File: config.mk
export PLATFORM = sky130hd
export DESIGN_NAME = rdp_mul
export DESIGN_NICKNAME = d
export VERILOG_FILES = /design/src/hdl/rdp_pkg.sv /design/src/hdl/rdp_mul.sv
export SDC_FILE = /design/constraint.sdc
export NUM_CORES = 2
export LEC_CHECK = 0
export BUFFER_PORTS_ARGS = -buffer_cell sky130_fd_sc_hd__clkbuf_2
export CAP_MARGIN = 20
export CORE_ASPECT_RATIO = 0.5
export CORE_MARGIN = 2
export CORE_UTILIZATION = 63
export CTS_CLUSTER_DIAMETER = 50
export DETAILED_ROUTE_END_ITERATION = 8
export GPL_TIMING_DRIVEN = 0
export PLACE_DENSITY = 0.8
export SLEW_MARGIN = 10
export SYNTH_ARGS = -nofsm -noshare
export SYNTH_HDL_FRONTEND = slang
export SYNTH_SLANG_ARGS = --single-unit
File: constraint.sdc
create_clock -name clk -period 16.6 [get_ports clk]
set_input_delay 3.32 -clock clk [delete_from_list [all_inputs] [get_ports clk]]
set_output_delay 3.32 -clock clk [all_outputs]
set_load 0.02 [all_outputs]
File: src/hdl/rdp_pkg.sv
// shared types, constants and saturating add/subtract for the
// response diagonal preconditioner; no dependencies
`timescale 1ns / 1ps

package rdp_pkg;

    localparam int DW      = 32;
    localparam int FB      = 20;
    localparam int CFG_IW  = 2;
    localparam int MUL_LAT = 2;
    localparam int DIV_LAT = DW + 2;

    typedef logic signed [DW-1:0]   word_t;
    typedef logic signed [2*DW-1:0] prod_t;

    typedef struct packed {
        logic  sat;
        word_t val;
    } res_t;

    localparam word_t MAX_VAL = {1'b0, {(DW-1){1'b1}}};
    localparam word_t MIN_VAL = {1'b1, {(DW-1){1'b0}}};
    localparam word_t ONE_VAL = (FB >= DW - 1) ? MAX_VAL : word_t'(prod_t'(1) <<< FB);

    localparam logic [1:0] MODE_ONE  = 2'd0;
    localparam logic [1:0] MODE_TWO  = 2'd1;
    localparam logic [1:0] MODE_FOUR = 2'd2;

    localparam logic [CFG_IW-1:0] REG_FREQ = 2'd0;
    localparam logic [CFG_IW-1:0] REG_DAMP = 2'd1;
    localparam logic [CFG_IW-1:0] REG_MODE = 2'd2;

    function automatic res_t sat_add(input word_t a, input word_t b);
        logic [DW:0] s;
        res_t r;
        s = {a[DW-1], a} + {b[DW-1], b};
        r.sat = s[DW] != s[DW-1];
        r.val = r.sat ? (s[DW] ? MIN_VAL : MAX_VAL) : word_t'(s[DW-1:0]);
        return r;
    endfunction

    function automatic res_t sat_sub(input word_t a, input word_t b);
        logic [DW:0] s;
        res_t r;
        s = {a[DW-1], a} - {b[DW-1], b};
        r.sat = s[DW] != s[DW-1];
        r.val = r.sat ? (s[DW] ? MIN_VAL : MAX_VAL) : word_t'(s[DW-1:0]);
        return r;
    endfunction

endpackage

File: src/hdl/rdp_mul.sv
// two-stage saturating fixed-point multiplier, floor rounding
// depends on rdp_pkg
`timescale 1ns / 1ps

module rdp_mul
    import rdp_pkg::*;
(
    input  logic  clk,
    input  word_t a,
    input  word_t b,
    output res_t  res
);

    localparam int TW = DW - FB + 1;

    prod_t   prod_reg;
    res_t    res_reg;
    res_t    res_next;
    logic [TW-1:0] top;

    always_comb
    begin
        top = prod_reg[2*DW-1:FB+DW-1];
        res_next.sat = !((&top) || !(|top));
        if (res_next.sat)
        begin
            res_next.val = prod_reg[2*DW-1] ? MIN_VAL : MAX_VAL;
        end
        else
        begin
            res_next.val = word_t'(prod_reg[FB+DW-1:FB]);
        end
    end

    always_ff @(posedge clk)
    begin
        prod_reg <= prod_t'(a) * prod_t'(b);
        res_reg  <= res_next;
    end

    assign res = res_reg;

endmodule

==> qor.csv <==
stage,metric,value,unit
die,start_util,0.6360,
finish,stdcell_count,4843,
finish,syn2layout_area_growth,5.195,%
global_routing,grt_overflow,0,
clock_network,cts_resized,0,
synth,async_flop_share,0,
timing,fin_crit_sh,0.7508,
min_path,hold_path.class,reg2reg,
timing,tightest_slew,1.262,ns
timing,worst_slack,4.136,ns
placed_design,dpl.cell_count,4800,
worst_setup_path,cpMostUsedCell,fa_1,
finish,drive_above_1_share,0.03835,
synth,syn-num-nets,5248,
synth,syn_area,0.03760,mm^2
flow_run,drv_cap,0,
worst_setup_path,path_cells,"clkbuf_2, inv_1, clkbuf_1, nor2_1, fa_1, fa_1, fa_1, fa_1, fa_1, fa_1, fa_1, fa_1, ha_1, clkbuf_1, a21o_1, a21o_1, a21oi_1, nand4_1, nor3b_4, o31ai_4, a21oi_2, o31ai_1, xor2_1",
timing,slew_headroom,0.1589,
detailed_routing,vias_per_cell,5.956,
placed_design,place_ws,4.136,ns
die,die_y,176.7,um
worst_setup_path,max_stage_delay,0.80,ns
die,core_area,0.05912,mm^2
clock_network,htree_levels,3,
timing,setup_tns,0,ns
finish,largest_register_ff_count,44,
clock_network,cts-root-buf,clkbuf_16,
clock_network,cts_tree,yes,
finish,nNetsFinal,5364,
clock_network,cts_setup_buffers,0,
timing,fmax,0.08023,GHz
worst_setup_path,critical_path_class,in2reg,
finish,final_common_cell,fa_1,
worst_setup_path,cpMaxStageDelayCell,clkbuf_1,
die,io_pins,98,
global_routing,grt_usage,0.4549,
timing,final_max_slew_viol_count,0,
placed_design,gp_congestion,1.078,
placed_design,hpwlAfterDp,109400,um
status,status,completed,
timing,finalClockSkew,0.01926,ns
worst_setup_path,crit_fanout,10,
synth,avgSynthCellArea,9.586,um^2
timing,setup_viol,0,
worst_setup_path,end_kind,flip-flop,
synth,yosys_warnings,0,
clock_network,cts_sinks,77,
die,die_w,349.5,um
global_routing,grt_max_degree,15,
synth,synth_edf_count,0,
clock_network,cts.path.max_buffers,2,
finish,fill_cells,4777,
detailed_routing,drcViolationCount,0,
timing,hold_violations,0,
synth,synth-main-ff-cell,dfxtp_1,
timing,grt_setup_unrepaired,false,
die,dieArea,0.06177,mm^2
detailed_routing,ant_nets,0,
clock_network,cts-hold-fix-buffers,0,
clock_network,cts_made_buffers,9,
worst_setup_path,cp-start-kind,input pin,
detailed_routing,drt-wirelength-per-cell,27.20,um
global_routing,grt_pass1_wl,197900,um
die,num_rows,63,
global_routing,grt_pass1_vias,31410,
detailed_routing,vias,28850,
detailed_routing,drt_wl_total,131700,um
detailed_routing,dr.first_iter.drc_count,3048,
detailed_routing,dr.pass1.iters,5,
global_routing,antenna_found_initial,13,
worst_setup_path,critPathArrivalTime,12.71,ns
timing,period_minus_slack,12.46,ns
clock_network,clkLatencyLatePin,0.37,ns
synth,yosysSeqAreaShare,0.04100,
synth,synth_cell_type_count,68,
synth,netlist_instances,3922,
finish,most-common-layout-cells,"1081 x fa_1, 971 x inv_1, 516 x nand2_1",
worst_setup_path,crit_required,16.84,ns
placed_design,io_buffers,97,
clock_network,cts.reportedPaths.clkPinSlew,0.07,ns
synth,synth_seq_cells,77,
-- metrics by stage --
stage,hold WS [ns],util,area [um^2]
after floorplan,0.4035,-,37600
after global placement,0.4048,0.6607,39060
after detailed placement,0.4120,0.6609,39070
after CTS,0.4264,0.6666,39410
after global routing,0.4339,0.6682,39500
final,0.4276,0.6690,39550
-- routing by layer --
metal | track usage | vias to the layer above | share of wire
li1 | - | 11420 | -
met1 | 0.5930 | 14860 | 0.37
met2 | 0.6625 | 2069 | 0.42
met3 | 0.1677 | 490 | 0.14
met4 | 0.2552 | 7 | 0.068
met5 | 0.007849 | - | 0.0014
-- path summary, 6_finish.rpt --
check                            start                    to  slack (ns)  cells past startpoint
setup reg to reg  prod_reg[60]$_DFF_P_       res[15]$_DFF_P_       14.49                      5
hold / removal    prod_reg[34]$_DFF_P_       res[14]$_DFF_P_        0.43                      1
setup / recovery                 b[31]  prod_reg[61]$_DFF_P_        4.14                     23
hold reg to reg   prod_reg[34]$_DFF_P_       res[14]$_DFF_P_        0.43                      1
-- synth_stat cells, types with 19 or more instances --
master,n,area [um^2]
dfxtp_1,77,1541
nor2_1,47,176.4
xnor2_1,39,341.6
and2_1,509,3184
xor2_1,20,175.2
nand2_1,516,1937
a21o_1,59,442.9
clkbuf_1,202,758.2
inv_1,971,3645
fa_1,1081,21640
a21oi_1,53,265.3
o21ai_0,19,95.09
ha_1,180,2252
-- layout make-up --
| cell class | count | area [um^2] | share of cell area |
|---|---|---|---|
| Clock buffer | 9 | 225.2 | 0.005694 |
| Buffer | 215 | 834.6 | 0.02110 |
| Sequential cell | 77 | 1541 | 0.03898 |
| Clock inverter | 6 | 112.6 | 0.002847 |
| Inverter | 971 | 3645 | 0.09215 |
| Antenna cell | 21 | 52.55 | 0.001329 |
| Timing Repair Buffer | 105 | 586.8 | 0.01484 |
| Tap cell | 780 | 975.9 | 0.02468 |
| Multi-Input combinational cell | 2659 | 31580 | 0.7984 |
-- cell families (layout without fill, tap and decap cells) --
family / count (synthesis) / count (layout) / synth area share
other cells: 0 / 21 / 0
mux: 1 / 1 / 0.0002995
xor+xnor: 59 / 59 / 0.01374
compound gates: 198 / 198 / 0.03724
buf+inv: 1186 / 1306 / 0.1191
simple gates: 1140 / 1140 / 0.1531
flops: 77 / 77 / 0.04100
fa+ha+maj: 1261 / 1261 / 0.6355
-- critical path: cells and delay by family --
kind,cells,cell delay (ns)
compound gates,6,1.48
xor+xnor,1,0.16
buf+inv,4,2.00
fa+ha+maj,9,4.46
simple gates,3,1.25
Power is left out: the tool's default activity adds up to more than one toggle a clock period on the data nets, which glitch-free logic cannot reach.
