**src/hdl/rdp_pkg.sv**
```systemverilog
// shared types, constants and saturating add/subtract for the
// response diagonal preconditioner; no dependencies
`timescale 1ns / 1ps

package rdp_pkg;

    localparam int DW      = 32;
    localparam int FB      = 20;
    localparam int CFG_IW  = 2;
    localparam int MUL_LAT = 2;
    localparam int DIV_LAT = DW + 2;

    typedef logic signed [DW-1:0]   word_t;
    typedef logic signed [2*DW-1:0] prod_t;

    typedef struct packed {
        logic  sat;
        word_t val;
    } res_t;

    localparam word_t MAX_VAL = {1'b0, {(DW-1){1'b1}}};
    localparam word_t MIN_VAL = {1'b1, {(DW-1){1'b0}}};
    localparam word_t ONE_VAL = (FB >= DW - 1) ? MAX_VAL : word_t'(prod_t'(1) <<< FB);

    localparam logic [1:0] MODE_ONE  = 2'd0;
    localparam logic [1:0] MODE_TWO  = 2'd1;
    localparam logic [1:0] MODE_FOUR = 2'd2;

    localparam logic [CFG_IW-1:0] REG_FREQ = 2'd0;
    localparam logic [CFG_IW-1:0] REG_DAMP = 2'd1;
    localparam logic [CFG_IW-1:0] REG_MODE = 2'd2;

    function automatic res_t sat_add(input word_t a, input word_t b);
        logic [DW:0] s;
        res_t r;
        s = {a[DW-1], a} + {b[DW-1], b};
        r.sat = s[DW] != s[DW-1];
        r.val = r.sat ? (s[DW] ? MIN_VAL : MAX_VAL) : word_t'(s[DW-1:0]);
        return r;
    endfunction

    function automatic res_t sat_sub(input word_t a, input word_t b);
        logic [DW:0] s;
        res_t r;
        s = {a[DW-1], a} - {b[DW-1], b};
        r.sat = s[DW] != s[DW-1];
        r.val = r.sat ? (s[DW] ? MIN_VAL : MAX_VAL) : word_t'(s[DW-1:0]);
        return r;
    endfunction

endpackage

```
**src/hdl/rdp_div.sv**
```systemverilog
// pipelined saturating fixed-point divider, one quotient bit per stage
// depends on rdp_pkg
`timescale 1ns / 1ps

module rdp_div
    import rdp_pkg::*;
(
    input  logic  clk,
    input  word_t num,
    input  word_t den,
    output res_t  res
);

    localparam int HB = DW - FB;

    typedef struct packed {
        logic [DW-1:0] rem;
        logic [DW-1:0] low;
        logic [DW-1:0] md;
        logic [DW-1:0] q;
        logic          neg;
        logic          nneg;
        logic          zero;
        logic          ovf;
    } dstage_t;

    dstage_t st_reg  [0:DW];
    dstage_t st_next [0:DW];
    res_t    res_reg;
    res_t    res_next;
    logic [DW-1:0] mn;
    logic [DW-1:0] md;
    logic [DW:0]   r2  [0:DW-1];
    logic          ge  [0:DW-1];

    always_comb
    begin
        mn = num[DW-1] ? (~num + 1'b1) : num;
        md = den[DW-1] ? (~den + 1'b1) : den;
        st_next[0].rem  = DW'(mn >> HB);
        st_next[0].low  = {mn[HB-1:0], {FB{1'b0}}};
        st_next[0].md   = md;
        st_next[0].q    = '0;
        st_next[0].neg  = num[DW-1] ^ den[DW-1];
        st_next[0].nneg = num[DW-1];
        st_next[0].zero = den == '0;
        st_next[0].ovf  = {{HB{1'b0}}, mn} >= {md, {HB{1'b0}}};
        for (int k = 0; k < DW; k++)
        begin
            r2[k] = {st_reg[k].rem, st_reg[k].low[DW-1]};
            ge[k] = r2[k] >= {1'b0, st_reg[k].md};
            st_next[k+1]     = st_reg[k];
            st_next[k+1].rem = ge[k] ? DW'(r2[k] - {1'b0, st_reg[k].md}) : r2[k][DW-1:0];
            st_next[k+1].low = {st_reg[k].low[DW-2:0], 1'b0};
            st_next[k+1].q   = {st_reg[k].q[DW-2:0], ge[k]};
        end
    end

    always_comb
    begin
        if (st_reg[DW].zero)
        begin
            res_next.sat = 1'b1;
            res_next.val = st_reg[DW].nneg ? MIN_VAL : MAX_VAL;
        end
        else if (st_reg[DW].ovf)
        begin
            res_next.sat = 1'b1;
            res_next.val = st_reg[DW].neg ? MIN_VAL : MAX_VAL;
        end
        else if (st_reg[DW].neg)
        begin
            res_next.sat = st_reg[DW].q[DW-1] && (|st_reg[DW].q[DW-2:0]);
            res_next.val = st_reg[DW].q[DW-1] ? MIN_VAL : word_t'(~st_reg[DW].q + 1'b1);
        end
        else
        begin
            res_next.sat = st_reg[DW].q[DW-1];
            res_next.val = st_reg[DW].q[DW-1] ? MAX_VAL : word_t'(st_reg[DW].q);
        end
    end

    always_ff @(posedge clk)
    begin
        for (int k = 0; k <= DW; k++)
        begin
            st_reg[k] <= st_next[k];
        end
        res_reg <= res_next;
    end

    assign res = res_reg;

endmodule
```
**config.mk**
```make
export PLATFORM = sky130hd
export DESIGN_NAME = rdp_div
export DESIGN_NICKNAME = d
export VERILOG_FILES = /design/src/hdl/rdp_pkg.sv /design/src/hdl/rdp_div.sv
export SDC_FILE = /design/constraint.sdc
export NUM_CORES = 2
export LEC_CHECK = 0
export BUFFER_PORTS_ARGS = -buffer_cell sky130_fd_sc_hd__buf_2
export CAP_MARGIN = 40
export CORE_MARGIN = 2
export CORE_UTILIZATION = 55
export DETAILED_ROUTE_END_ITERATION = 10
export GPL_ROUTABILITY_DRIVEN = 0
export PLACE_DENSITY_LB_ADDON = 0.1
export RECOVER_POWER = 50
export SYNTH_ARGS = -nofsm -noshare
export SYNTH_HDL_FRONTEND = slang
export SYNTH_MEMORY_MAX_BITS = 65536
export SYNTH_SLANG_ARGS = --single-unit
```
**constraint.sdc**
```tcl
create_clock -name clk -period 11.8 [get_ports clk]
set_clock_uncertainty 0.1 [all_clocks]
set_input_delay 0.59 -clock clk [delete_from_list [all_inputs] [get_ports clk]]
set_output_delay 0.59 -clock clk [all_outputs]
set_load 0.005 [all_outputs]
```
==> run_results.csv <==
group,metric,value,unit
power,leakage,62.5,nW
sta,setup-tns-final,0,ns
critical_path,regToRegSetupSlack,7.12,ns
synth,yosysMostFrequentCell,"dfxtp_1",
route,drt-initial-drc-count,5792,
hold_path,min_from,"num[1]",
placement,post_dp_cell_area,0.124,mm^2
critical_path,critical_path.startpoint_type,"input port",
route,wl,283,mm
floorplanning,rows,171,
placement,io_buffers,97,
finish,drive_above_1_share,7.37,%
sta,holdWs,0.104,ns
cts,clkTransAtPathRegs,0.06,ns
power,power.switching,15.7,mW
critical_path,critPathSlowestCell,"or4_1",
global_route,grt_pass1_vias,88200,
route,ant_nets,0,
power,power.total,42.1,mW
sta,fin_crit_sh,43.4,%
finish,fin_cells,16200,
route,wl_per_cell,17.5,um
hold_path,holdPathStages,3,
hold_path,min_path_type,"in2reg",
finish,largest_reg_flops,2774,
power,vdd_drop_max,0.161,mV
route,vias_per_cell,5.52,
synth,yosys.cell_types.count,95,
synth,syn_area,0.121,mm^2
sta,slew_violations,0,
cts,root_buffer,"clkbuf_16",
floorplanning,dieArea,0.223,mm^2
power,power.density,311,mW/mm^2
power,seqPwrFrac,33.1,%
synth,synth_top_area_share,46.6,%
cts,htreeDepth,5,
outcome,status,"completed",
critical_path,worstPathArrival,5.84,ns
sta,slew_headroom,35.4,%
critical_path,path_common_cell,"or3_1",
route,vias,89100,
critical_path,r2r-start,"st_reg[0][561]",
cts,clk_latency,0.92,ns
synth,synth_edf_count,0,
sta,layout_min_cycle_time,5.13,ns
floorplanning,io_pins,98,
placement,dpl_worst_slack,6.41,ns
sta,rsz0062_at_grt,"no",
route,drc,0,
critical_path,end_kind,"flip-flop",
power,power.internal,26.4,mW
sta,hold_violations,0,
hold_path,hold_path_end,"st_reg[0][88]",
placement,hpwlAfterDp,218,mm
synth,ys_seq_area_share,46.6,%
critical_path,crit_path_max_fanout,5,
finish,final_cell_area,0.135,mm^2
critical_path,crit_required,12.52,ns
finish,layout.nets,14200,
sta,setup_viol,0,
job,max_cap_viol_count,0,
placement,placed_cells,15500,
power,swShare,37.4,%
finish,syn_to_final_growth,12.2,%
synth,synthArstFlopShare,0,%
floorplanning,initial_core_util,55.4,%
critical_path,r2r_end,"st_reg[0][765]",
sta,fmax,0.195,GHz
cts,cts_tree,"yes",
floorplanning,die_w,472,um
power,comb_power_share,44.0,%
critical_path,slowest_delay,0.58,ns
global_route,grt-ovfl-total,0,
synth,yosys.area.top_type,"dfxtp_1",
floorplanning,die_h,472,um
synth,avgSynthCellArea,9.42,um^2
synth,syn_inst,12800,
critical_path,path_cells,"dlygate4sd3_1, buf_2, or4_1, or3_1, or3_1, or3_1, or3_1, o31ai_1, xnor2_1, ha_1, nand4_1, nor4_1, nand4_1, nor4_1, a31oi_1, or4_1, nor4_2",
cts,cts_sinks,2807,
floorplanning,core_area,0.218,mm^2
critical_path,worstRegToRegCells,14,
global_route,grt_pass1_wl,454,mm
global_route,grt.total_usage,24.9,%
global_route,antenna_found_initial,8,
cts,clk_path_buf_depth,4,
synth,synthFlopType,"dfxtp_1",
finish,utilization,62.2,%
critical_path,crit_type,"in2reg",
sta,worstMarginPinSlew,0.956,ns
power,pwr-share-clk,22.8,%
synth,synth_nets,13900,
global_route,grt_max_degree,63,
synth,yosys_warnings,0,
synth,synth.top_cells.by_count,"dfxtp_1 (2807), inv_1 (1278), a21oi_1 (1086)",
sta,fin_ws,6.67,ns
route,drtPass1Iterations,7,
cts,cts_buffers,304,
synth,synth_seq_cells,2807,
synth,ys_top_cells_by_area,"dfxtp_1 (47%), ha_1 (11%), a21oi_1 (4.5%), inv_1 (4.0%), o21ai_0 (3.8%)",
logic make-up (layout without fill, tap and decap cells):
logic type | Yosys count | after routing | share of synthesized area, %
AO/OA/AOI/OAI | 3344 | 3344 | 17.0
XOR/XNOR | 895 | 895 | 6.50
adder cells (fa/ha/maj) | 1066 | 1066 | 11.3
buffers and inverters | 1532 | 2019 | 4.80
flip-flops | 2807 | 2807 | 46.6
multiplexers | 270 | 270 | 2.50
other | 0 | 9 | 0
AND/OR/NAND/NOR | 2891 | 2891 | 11.4
repair_timing:
item                      CTS  global route
gates resized for setup     0             0
buffers inserted            0             0
hold buffers               81             0
hold endpoints to repair   66             0
layout make-up:
type / count / area, um^2
antenna: 9 / 22.5
clock buffer: 399 / 8600
clock inverter: 122 / 1650
fill: 18000 / 82300
inverter: 1281 / 4810
multi-input combinational: 8466 / 58800
sequential: 2807 / 56200
tap: 2854 / 3570
timing repair buffer: 217 / 1660
cells in the final DEF (no fill, tap or decap), drive strengths merged, types with 77 or more instances in the layout:
cell type    Yosys  final
dfxtp         2807   2807
nor2           791    791
and3            77     77
clkbuf         215    401
nor2b          186    186
ha            1035   1035
a21o           472    472
nand4          146    146
o21ai          918    918
xnor2          506    506
nand3          170    170
inv           1281   1291
a21oi         1087   1087
mux2           253    253
o21a           136    136
buf             36    133
nand2b         178    178
xor2           389    389
nand2          910    910
o31ai           92     92
nor3           139    139
a31oi           92     92
dlygate4sd3      0     81
o21bai         105    105
critical path, delay by kind of cell:
family	cells	cell delay, ns
simple gates	11	3.64
xor+xnor	1	0.13
fa+ha+maj	1	0.31
buf+inv	2	0.69
compound gates	2	0.47
power by group through the flow:
stage               combinational [mW]  sequential [mW]  clock (mW)
floorplan                         14.5             13.3           0
CTS                               18.3             14.0        9.84
finish                            18.5             13.9        9.61
global placement                  17.7             14.1           0
detailed placement                18.2             14.1           0
global route                      20.7             14.2        10.2
worst max-delay path by stage:
stage,cells after the start,to,slack (ns),start
finish,17,st_reg[0][0],6.67,num[14]
global route,17,st_reg[0][0],6.37,num[2]
CTS,17,st_reg[0][0],6.79,num[14]
detailed placement,16,st_reg[0][0],6.41,num[14]
global placement,16,st_reg[0][0],6.35,num[14]
floorplan,15,st_reg[0][0],7.17,num[14]
metal layers:
layer	global-route usage [%]	up-vias	wire length (um)
met1	29.2	41600	117000
li1	-	44500	-
met2	44.7	2292	139000
met4	11.5	4	13700
met5	0	-	23
met3	3.56	744	13600
No activity file was read; power rests on OpenSTA's default activity.
